[config.mk]
export PLATFORM = sky130hd
export DESIGN_NAME = mpfb_geom
export DESIGN_NICKNAME = d
export VERILOG_FILES = /design/src/design/mpfb_pkg.sv /design/src/design/mpfb_geom.sv
export SDC_FILE = /design/constraint.sdc
export NUM_CORES = 1
export LEC_CHECK = 0
export BUFFER_PORTS_ARGS = -buffer_cell sky130_fd_sc_hd__buf_2
export CAP_MARGIN = 15
export CORE_MARGIN = 2
export CORE_UTILIZATION = 30
export DETAILED_ROUTE_END_ITERATION = 8
export GPL_ROUTABILITY_DRIVEN = 0
export PLACE_DENSITY = 0.6
export SYNTH_ARGS = -nofsm -noshare
export SYNTH_HDL_FRONTEND = slang
export SYNTH_SLANG_ARGS = --single-unit
[constraint.sdc]
create_clock -name vclk -period 4.9
set_clock_uncertainty 0.2 [all_clocks]
set_input_delay 0.49 -clock vclk [all_inputs]
set_output_delay 0.49 -clock vclk [all_outputs]
set_load 0.03 [all_outputs]
[src/design/mpfb_pkg.sv]
`timescale 1ns / 1ps
`default_nettype none

package mpfb_pkg;

    localparam int SCREEN_WIDTH  = 128;
    localparam int SCREEN_HEIGHT = 64;
    localparam int PAGE_COUNT    = (SCREEN_HEIGHT + 7) / 8;
    localparam int STORE_SIZE    = SCREEN_WIDTH * PAGE_COUNT;

    localparam int ADDR_W  = $clog2(STORE_SIZE);
    localparam int COL_W   = $clog2(SCREEN_WIDTH);
    localparam int PAGE_W  = (PAGE_COUNT > 1) ? $clog2(PAGE_COUNT) : 1;
    localparam int ROW_W   = PAGE_W + 3;
    // holds x + w - 1 up to 509 and a mirrored corner down to -446
    localparam int COORD_W = 11;

    typedef logic signed [COORD_W-1:0] coord_t;

    typedef struct packed {
        coord_t x;
        coord_t y;
    } point_t;

    typedef struct packed {
        coord_t x1;
        coord_t y1;
        coord_t x2;
        coord_t y2;
    } box_t;

    localparam coord_t COORD_ZERO = coord_t'(0);
    localparam coord_t COL_MAX    = coord_t'(SCREEN_WIDTH - 1);
    localparam coord_t ROW_MAX    = coord_t'(SCREEN_HEIGHT - 1);

    localparam logic [7:0] BYTE_ONES        = 8'hFF;
    localparam logic [2:0] ROW_IN_PAGE_MAX  = 3'h7;

    localparam logic [1:0] FUNC_PIXEL = 2'd0;
    localparam logic [1:0] FUNC_RECT  = 2'd1;
    localparam logic [1:0] FUNC_READ  = 2'd2;

    localparam logic [1:0] MODE_CLEAR = 2'd0;
    localparam logic [1:0] MODE_SET   = 2'd1;
    localparam logic [1:0] MODE_XOR   = 2'd2;
    localparam logic [1:0] MODE_KEEP  = 2'd3;

    localparam logic [1:0] ROT_NONE = 2'd0;
    localparam logic [1:0] ROT_90   = 2'd1;
    localparam logic [1:0] ROT_180  = 2'd2;
    localparam logic [1:0] ROT_270  = 2'd3;

endpackage

`default_nettype wire

[src/design/mpfb_geom.sv]
`timescale 1ns / 1ps
`default_nettype none

module mpfb_geom (
    input  logic [1:0]    rotation,
    input  logic          is_rect,
    input  logic [7:0]    pos_x,
    input  logic [7:0]    pos_y,
    input  logic [7:0]    rect_width,
    input  logic [7:0]    rect_height,
    output mpfb_pkg::box_t box
);
    import mpfb_pkg::*;

    point_t corner_a;
    point_t corner_b;
    point_t turned_a;
    point_t turned_b;

    function automatic point_t turn(point_t p, logic [1:0] rot);
        point_t q;
        q = p;
        case (rot)
            ROT_90: begin
                q.x = COL_MAX - p.y;
                q.y = p.x;
            end
            ROT_180: begin
                q.x = COL_MAX - p.x;
                q.y = ROW_MAX - p.y;
            end
            ROT_270: begin
                q.x = p.y;
                q.y = ROW_MAX - p.x;
            end
            default: q = p;
        endcase
        return q;
    endfunction

    always_comb begin
        corner_a.x = coord_t'(pos_x);
        corner_a.y = coord_t'(pos_y);
        // a pixel is a one by one box
        if (is_rect) begin
            corner_b.x = coord_t'(pos_x) + coord_t'(rect_width) - coord_t'(1);
            corner_b.y = coord_t'(pos_y) + coord_t'(rect_height) - coord_t'(1);
        end else begin
            corner_b = corner_a;
        end
        turned_a = turn(corner_a, rotation);
        turned_b = turn(corner_b, rotation);

        box.x1 = (turned_a.x > turned_b.x) ? turned_b.x : turned_a.x;
        box.x2 = (turned_a.x > turned_b.x) ? turned_a.x : turned_b.x;
        box.y1 = (turned_a.y > turned_b.y) ? turned_b.y : turned_a.y;
        box.y2 = (turned_a.y > turned_b.y) ? turned_a.y : turned_b.y;
    end

endmodule

`default_nettype wire

# [Word level (Yosys, flattened, before mapping)]
# Index checks and enable logic that the tools add are counted.
[word_totals] regBits=0 latchBits=0 ramBits=0 mem_bits_ro=0 out_inout_bits=44 memories=0
[op_classes] addsub=12 n_mul=0 div_mod_pow=0 n_lt_le_gt_ge=2 eq_ne=3 shifts=0 mux=7 n_bitwise=0 reduce_logical=0
[op_table] op="$pmux W22 S3" n=2
[op_table] op="$mux W11" n=4
[op_table] op="$gt A11 B11 Y1" n=2
[op_table] op="$mux W22" n=1
[op_table] op="$sub A7 B11 Y11 const A" n=2
[op_table] op="$sub A8 B11 Y11 const A" n=2
[op_table] op="$sub A9 B1 Y10 const B" n=2
[op_table] op="$add A8 B8 Y9" n=2
[op_table] op="$sub A6 B8 Y9 const A" n=2
[op_table] op="$sub A7 B8 Y9 const A" n=2
[op_table] op="$eq A2 B2 Y1 const B" n=2
[op_table] op="$eq A2 B1 Y1 const B" n=1

# [Depth between registers and ports, before layout]
# Gate-level depths: netlist of run 1.
[logic_depth] word_depth=7 depth_mapped=22

# [Worst setup path after synthesis of run 1]
# Ideal clock, no wire load.
[synth_timing] kind="input-to-output" from="input pos_y[1]" to="output box[9] (netlist name)" arrival_ns=5.168 required_ns=4.210 path_slack_ns=-0.958 path_stages=20 path_buffers=1 cell_sequence="inv_1 -> ha_1 -> inv_1 -> ha_1 -> fa_1 -> a211o_1 -> o211ai_2 -> nor3b_1 -> o32a_1 -> a21oi_1 -> ha_1 -> a222oi_1 -> ha_1 -> a21o_1 -> a211oi_1 -> nand2b_1 -> o21ai_2 -> buf_4 -> nor2_1 -> a211oi_1"
[synth_rtl] item="from (decl)" line_no="mpfb_geom.sv:8" source="input logic [7:0] pos_y,"
[synth_rtl] item="to (decl)" line_no="mpfb_geom.sv:11" source="output mpfb_pkg::box_t box"

==> metrics.txt, run 1 <==
Flop pwr share 0; share of the core filled with cells 0.561; fin crit share 1.16; max incr delay on CP 0.47 ns; met3 WL 424 um; diode count 0; Design Area, Final 0.00638 mm^2; core area 0.0114 mm^2; Mapped Cells 478; count of input and output buffers 79; Pwr Total 2.58 mW; Syn Area/Cell 7.27 um^2; initial antenna violation count 0; Max-Cap Viols 0; YS warnings 0; DR pass1 iterations 5; fill cell count 968; die area 0.0125 mm^2; global-route wire length before repair 21100 um; crit-path cells buf_12, inv_12, ha_4, inv_2, ha_4, fa_2, a211o_1, o211ai_2, nor3b_2, o32a_1, a21oi_2, ha_1, a222oi_1, ha_1, a21o_1, a211oi_2, nand2b_1, o21ai_4, buf_8, mux2i_4, o31ai_4, buf_6; total track usage 0.199; share of cells above drive strength 1 0.543; synthesized area 0.00348 mm^2; WL/cell 15.4 um; failing checks negative setup slack; Congestion Overflow GR 0; placed cell count 814; Pint 1.27 mW; Leak 3.03 nW; worst hold path type in2out; Final WS setup -0.763 ns; register area share after synthesis 0; clock power share 0; Area Growth Syn to Fin 83.6%; register area 0 um^2; vias 4397; crit path time final 5.66 ns; Initial Utilization 0.306; Comb pwr share 1.000; Setup Viol. Count Final 44; Net Sw Frac 0.510; Worst-Margin Slew 1.10 ns; slew margin rel. 0.264; status complete, but fails checks; top layer in use met4; Sum Neg Setup Slack -27.46 ns; Boundary Pins 79; 1st-iter DRT viols 217; maximum VDD drop 0.472 mV; post-synth net total 571; Row Count 39; Sw Pwr 1.32 mW; seq_cells 0; hold depth 6; Die X 112 um; Yosys cell types 64; required time of the worst setup path 4.21 ns; DP Area 0.00549 mm^2; Crit. End Element output port; Crit Path Max Fanout 6; Finished Layout Cells 843; WL met2 6510 um; DRC viols 0; Arr. time, crit path 4.97 ns; Via-to-Cell Ratio 5.22; pwr/cell area 405 mW/mm^2; Total Nets Final 795; vias in the first global route 4501; worst setup path category in2out; Worst path slowest cell a222oi_1; final hold vios 0; final WL 13000 um; met1 wire length 5590 um; # clk buffers 0; DRT antenna net count 0; CP Launch Type input pin; largest net degree at the start of global routing 19; Die Height 112 um; RSZ-0062 raised after global routing yes; final max-slew violation count 0; Max Freq 0.177 GHz; DP HPWL 10300 um
==> cells in the final DEF, fill, tap and decap left out, drive strengths merged, types with 4 or more instances in the layout <==
cell type and instances:
buf 243, inv 83, ha 56, mux2i 32, xnor2 30, nor2 30
a21oi 30, nand2 25, o21ai 25, a211oi 14, a21o 12, nand4 8
mux4 7, o21a 7, nor3 7, mux2 7, nand2b 6, o22ai 6
o31ai 6, nor2b 5, o211ai 5, nand3b 4, a211o 4, nand3 4
==> synth_stat cells, drive strengths merged (2+ instances only) <==
| master | n | share of area |
|---|---|---|
| inv | 83 | 0.090 |
| ha | 56 | 0.20 |
| mux2i | 32 | 0.092 |
| a21oi | 30 | 0.043 |
| nor2 | 30 | 0.032 |
| xnor2 | 30 | 0.076 |
| nand2 | 25 | 0.027 |
| o21ai | 25 | 0.040 |
| buf | 20 | 0.028 |
| a211oi | 14 | 0.032 |
| a21o | 12 | 0.026 |
| nand4 | 8 | 0.014 |
| mux2 | 7 | 0.023 |
| mux4 | 7 | 0.045 |
| nor3 | 7 | 0.010 |
| o21a | 7 | 0.015 |
| nand2b | 6 | 0.011 |
| o22ai | 6 | 0.011 |
| o31ai | 6 | 0.013 |
| nor2b | 5 | 0.0090 |
| o211ai | 5 | 0.015 |
| a211o | 4 | 0.010 |
| nand3 | 4 | 0.0058 |
| nand3b | 4 | 0.0086 |
| a31o | 2 | 0.0050 |
| a31oi | 2 | 0.0036 |
| clkbuf | 2 | 0.0022 |
| fa | 2 | 0.012 |
| nor3b | 2 | 0.0043 |
| nor4bb | 2 | 0.0058 |
| o2111ai | 2 | 0.0050 |
| o221a | 2 | 0.0065 |
| o2bb2ai | 2 | 0.0050 |
| o32a | 2 | 0.0058 |
| or2 | 2 | 0.0036 |
| or3 | 2 | 0.0036 |
| or3b | 2 | 0.0050 |
| xor2 | 2 | 0.0050 |
==> timing repair <==
action | 4_1_cts | 5_1_grt
gates resized for setup | 136 | 30
pin swaps | 30 | 20
hold endpoints to repair | 0 | 0
setup endpoints to repair | 44 | 44
setup buffers | 24 | 3
hold buffers | 0 | 0
gates cloned | 1 | 1
==> routing by layer <==
layer	vias to the layer above	track usage
met5	-	0
met4	0	0.0642
met3	31	0.00817
met2	130	0.359
met1	2085	0.256
li1	2151	-
==> metrics by stage <==
stage	setup WS [ns]	hold WS (ns)
global route	-0.961	1.51
finish	-0.763	1.49
global placement	-0.772	1.53
CTS	-0.576	1.49
floorplan	-0.432	1.17
detailed placement	-0.845	1.52
==> final cells by class <==
type                            instances  area (um^2)  area share
Inverter                               83          327      0.0512
Multi-Input combinational cell        373         3880       0.609
Timing Repair Buffer                  244         1990       0.312
Tap cell                              143          179      0.0280
==> logic make-up (layout without fill, tap and decap cells) <==
family                   after synthesis  count (layout)  synth area share
XOR/XNOR                              32              32            0.0806
buffers and inverters                105             327             0.120
AND/OR/NAND/NOR                      104             104             0.152
adder cells (fa/ha/maj)               58              58             0.213
multiplexers                          46              46             0.160
AO/OA/AOI/OAI                        133             133             0.274
==> worst paths after layout <==
path                      from       to  slack (ns)
worst max-delay path  pos_y[1]  box[10]       -0.76
worst min-delay path  pos_x[6]  box[28]        1.49
==> power by group through the flow <==
| stage | clock, mW | combinational (mW) | sequential (mW) |
|---|---|---|---|
| 3_5_place_dp | 0 | 2.00 | 0 |
| 3_3_place_gp | 0 | 1.96 | 0 |
| 6_report | 0 | 2.58 | 0 |
| 5_1_grt | 0 | 2.73 | 0 |
| 4_1_cts | 0 | 2.44 | 0 |
| 2_1_floorplan | 0 | 1.41 | 0 |
==> worst max-delay path, delay by kind of cell <==
kind	cells	cell delay, ns
buffers and inverters	5	0.47
AND/OR/NAND/NOR	2	0.25
multiplexers	1	0.24
AO/OA/AOI/OAI	9	2.20
adder cells (fa/ha/maj)	5	1.30
No activity file was read; power rests on OpenSTA's default activity.
==> inputs of run 2 (changes only) <==
Settings changed: BUFFER_PORTS_ARGS -buffer_cell sky130_fd_sc_hd__buf_2 to -buffer_cell sky130_fd_sc_hd__buf_4, CAP_MARGIN 15 to 10.
Clock period 4.9 ns to 4.85 ns, I/O delays scaled along.
==> metrics.txt, run 2 (same netlist as run 1, synthesis figures left out) <==
status complete, but fails checks (unchanged); failing checks negative setup slack (unchanged); count of input and output buffers 79 (unchanged); diode count 0 (unchanged); Initial Utilization 0.306 (unchanged); met3 usage 0.0125 (was 0.00817); global-route track usage on met2 0.385 (was 0.359); RSZ-0062 raised after global routing yes (unchanged); clock power share 0 (about the same); crit-path cells buf_12, inv_12, ha_4, inv_2, ha_4, fa_2, a211o_1, o211ai_2, nor3b_2, o32a_1, a21oi_2, ha_4, a222oi_1, buf_4, ha_4, a21o_1, a211oi_4, nand2b_1, o21ai_4, buf_12, buf_6, mux2_4, buf_6 (was buf_12, inv_12, ha_4, inv_2, ha_4, fa_2, a211o_1, o211ai_2, nor3b_2, o32a_1, a21oi_2, ha_1, a222oi_1, ha_1, a21o_1, a211oi_2, nand2b_1, o21ai_4, buf_8, mux2i_4, o31ai_4, buf_6); max incr delay on CP 0.41 ns (was 0.47 ns); global-route wire length before repair 21600 um (was 21100 um); cell mode on critical path ha_4; initial antenna violation count 0 (unchanged); Congestion Overflow GR 0 (unchanged); DRC viols 0 (unchanged); hold depth 4 (was 6); CP Launch Type input pin (unchanged); Sw Pwr 1.36 mW (was 1.32 mW); 1st-iter DRT viols 151 (was 217); final hold vios 0 (unchanged); required time of the worst setup path 4.16 ns (was 4.21 ns); Max Freq 0.179 GHz; Worst path slowest cell o32a_1 (was a222oi_1); final WL 13200 um (was 13000 um); DP HPWL 10400 um (was 10300 um); Via-to-Cell Ratio 5.16 (was 5.22); Arr. time, crit path 4.90 ns (was 4.97 ns); register area 0 um^2 (unchanged); CP bufs+invs 7 (was 5); Sum Neg Setup Slack -27.51 ns (was -27.46 ns); Net Sw Frac 0.497 (was 0.510); worst setup path category in2out (unchanged); vias in the first global route 4545 (was 4501); pwr/cell area 415 mW/mm^2 (was 405 mW/mm^2); Worst path depth 23 (was 22); Finished Layout Cells 836 (was 843); Total Nets Final 788 (was 795); worst hold path type in2out (unchanged); core area 0.0114 mm^2 (unchanged); final max-slew violation count 0 (unchanged); Crit Path Max Fanout 6 (unchanged); total track usage 0.206 (was 0.199); leading cell type in the layout, fill and taps excluded buf_4 (unchanged); seq_cells 0 (unchanged); Comb pwr share 1.000 (about the same); Max-Cap Viols 0 (unchanged); GRT met1 Usage 0.257 (was 0.256); most frequent cells in the layout buf_4, inv_1, buf_6 (was buf_4, inv_1, ha_1); Leak 3.09 nW (was 3.03 nW); die area 0.0125 mm^2 (unchanged); crit path time final 5.58 ns; gr busiest metal met2 (unchanged); fin crit share 1.15; Flop pwr share 0 (about the same); Boundary Pins 79 (unchanged); maximum VDD drop 0.413 mV (was 0.472 mV); cell family with most CP delay compound AO/OA/AOI/OAI gates (unchanged); DR pass1 iterations 5 (unchanged); # clk buffers 0 (unchanged); Worst-Margin Slew 0.811 ns (was 1.10 ns); Crit. End Element output port (unchanged); Area Growth Syn to Fin 89.2% (was 83.6%); Final WS setup -0.731 ns (was -0.763 ns); Setup Viol. Count Final 44 (unchanged); largest net degree at the start of global routing 22 (was 19); DRT antenna net count 0 (unchanged); Pint 1.37 mW (was 1.27 mW); placed cell count 806 (was 814); WL/cell 15.8 um (was 15.4 um); Die Height 112 um (unchanged); share of cells above drive strength 1 0.548 (was 0.543); Row Count 39 (unchanged); vias 4312 (was 4397); slew margin rel. 0.460 (was 0.264); Die X 112 um (unchanged); # hold bufs at CTS 0 (unchanged)
## run 2: per-layer routing
| layer | vias to the layer above | wire length, um |
|---|---|---|
| met2 | 116 | 6820 |
| met4 | 0 | 306 |
| li1 | 2145 | - |
| met1 | 2029 | 5530 |
| met3 | 22 | 549 |
| met5 | - | 0 |
## run 2: layout make-up
| cell class | instances | area [um^2] |
|---|---|---|
| fill | 972 | 4790 |
| inverter | 83 | 327 |
| multi-input combinational | 373 | 3950 |
| tap | 143 | 179 |
| timing repair buffer | 237 | 2130 |
## run 2: timing repair
item                       in CTS  in global routing
buffers inserted               27                  5
cloned                          2                  0
gates resized for setup       124                 22
pin swaps                      45                 11
setup endpoints to repair      44                 44
## run 2: through the flow
stage	worst slack, ns	instance area (um^2)	power, mW	hold WS [ns]	util
finish	-0.731	6580	2.73	1.48	0.579
global route	-0.898	6580	2.88	1.50	0.579
CTS	-0.635	6470	2.67	1.47	0.569
detailed placement	-0.962	5640	2.14	1.46	0.496
global placement	-0.831	5640	2.10	1.45	0.496
floorplan	-0.472	4030	1.42	1.16	-
## run 2: final timing paths
check,startpoint,end
setup / recovery,pos_y[1],box[28]
hold / removal,rotation[0],box[8]
## run 2: worst min-delay path, delay by kind of cell
family                 cells  cell delay (ns)
buffers and inverters      2             0.39
AO/OA/AOI/OAI              2             0.30
## run 2: power groups by stage
stage | registers (mW) | clock network (mW) | logic, mW
2_1_floorplan | 0 | 0 | 1.42
3_5_place_dp | 0 | 0 | 2.14
5_1_grt | 0 | 0 | 2.88
4_1_cts | 0 | 0 | 2.67
3_3_place_gp | 0 | 0 | 2.10
6_report | 0 | 0 | 2.73
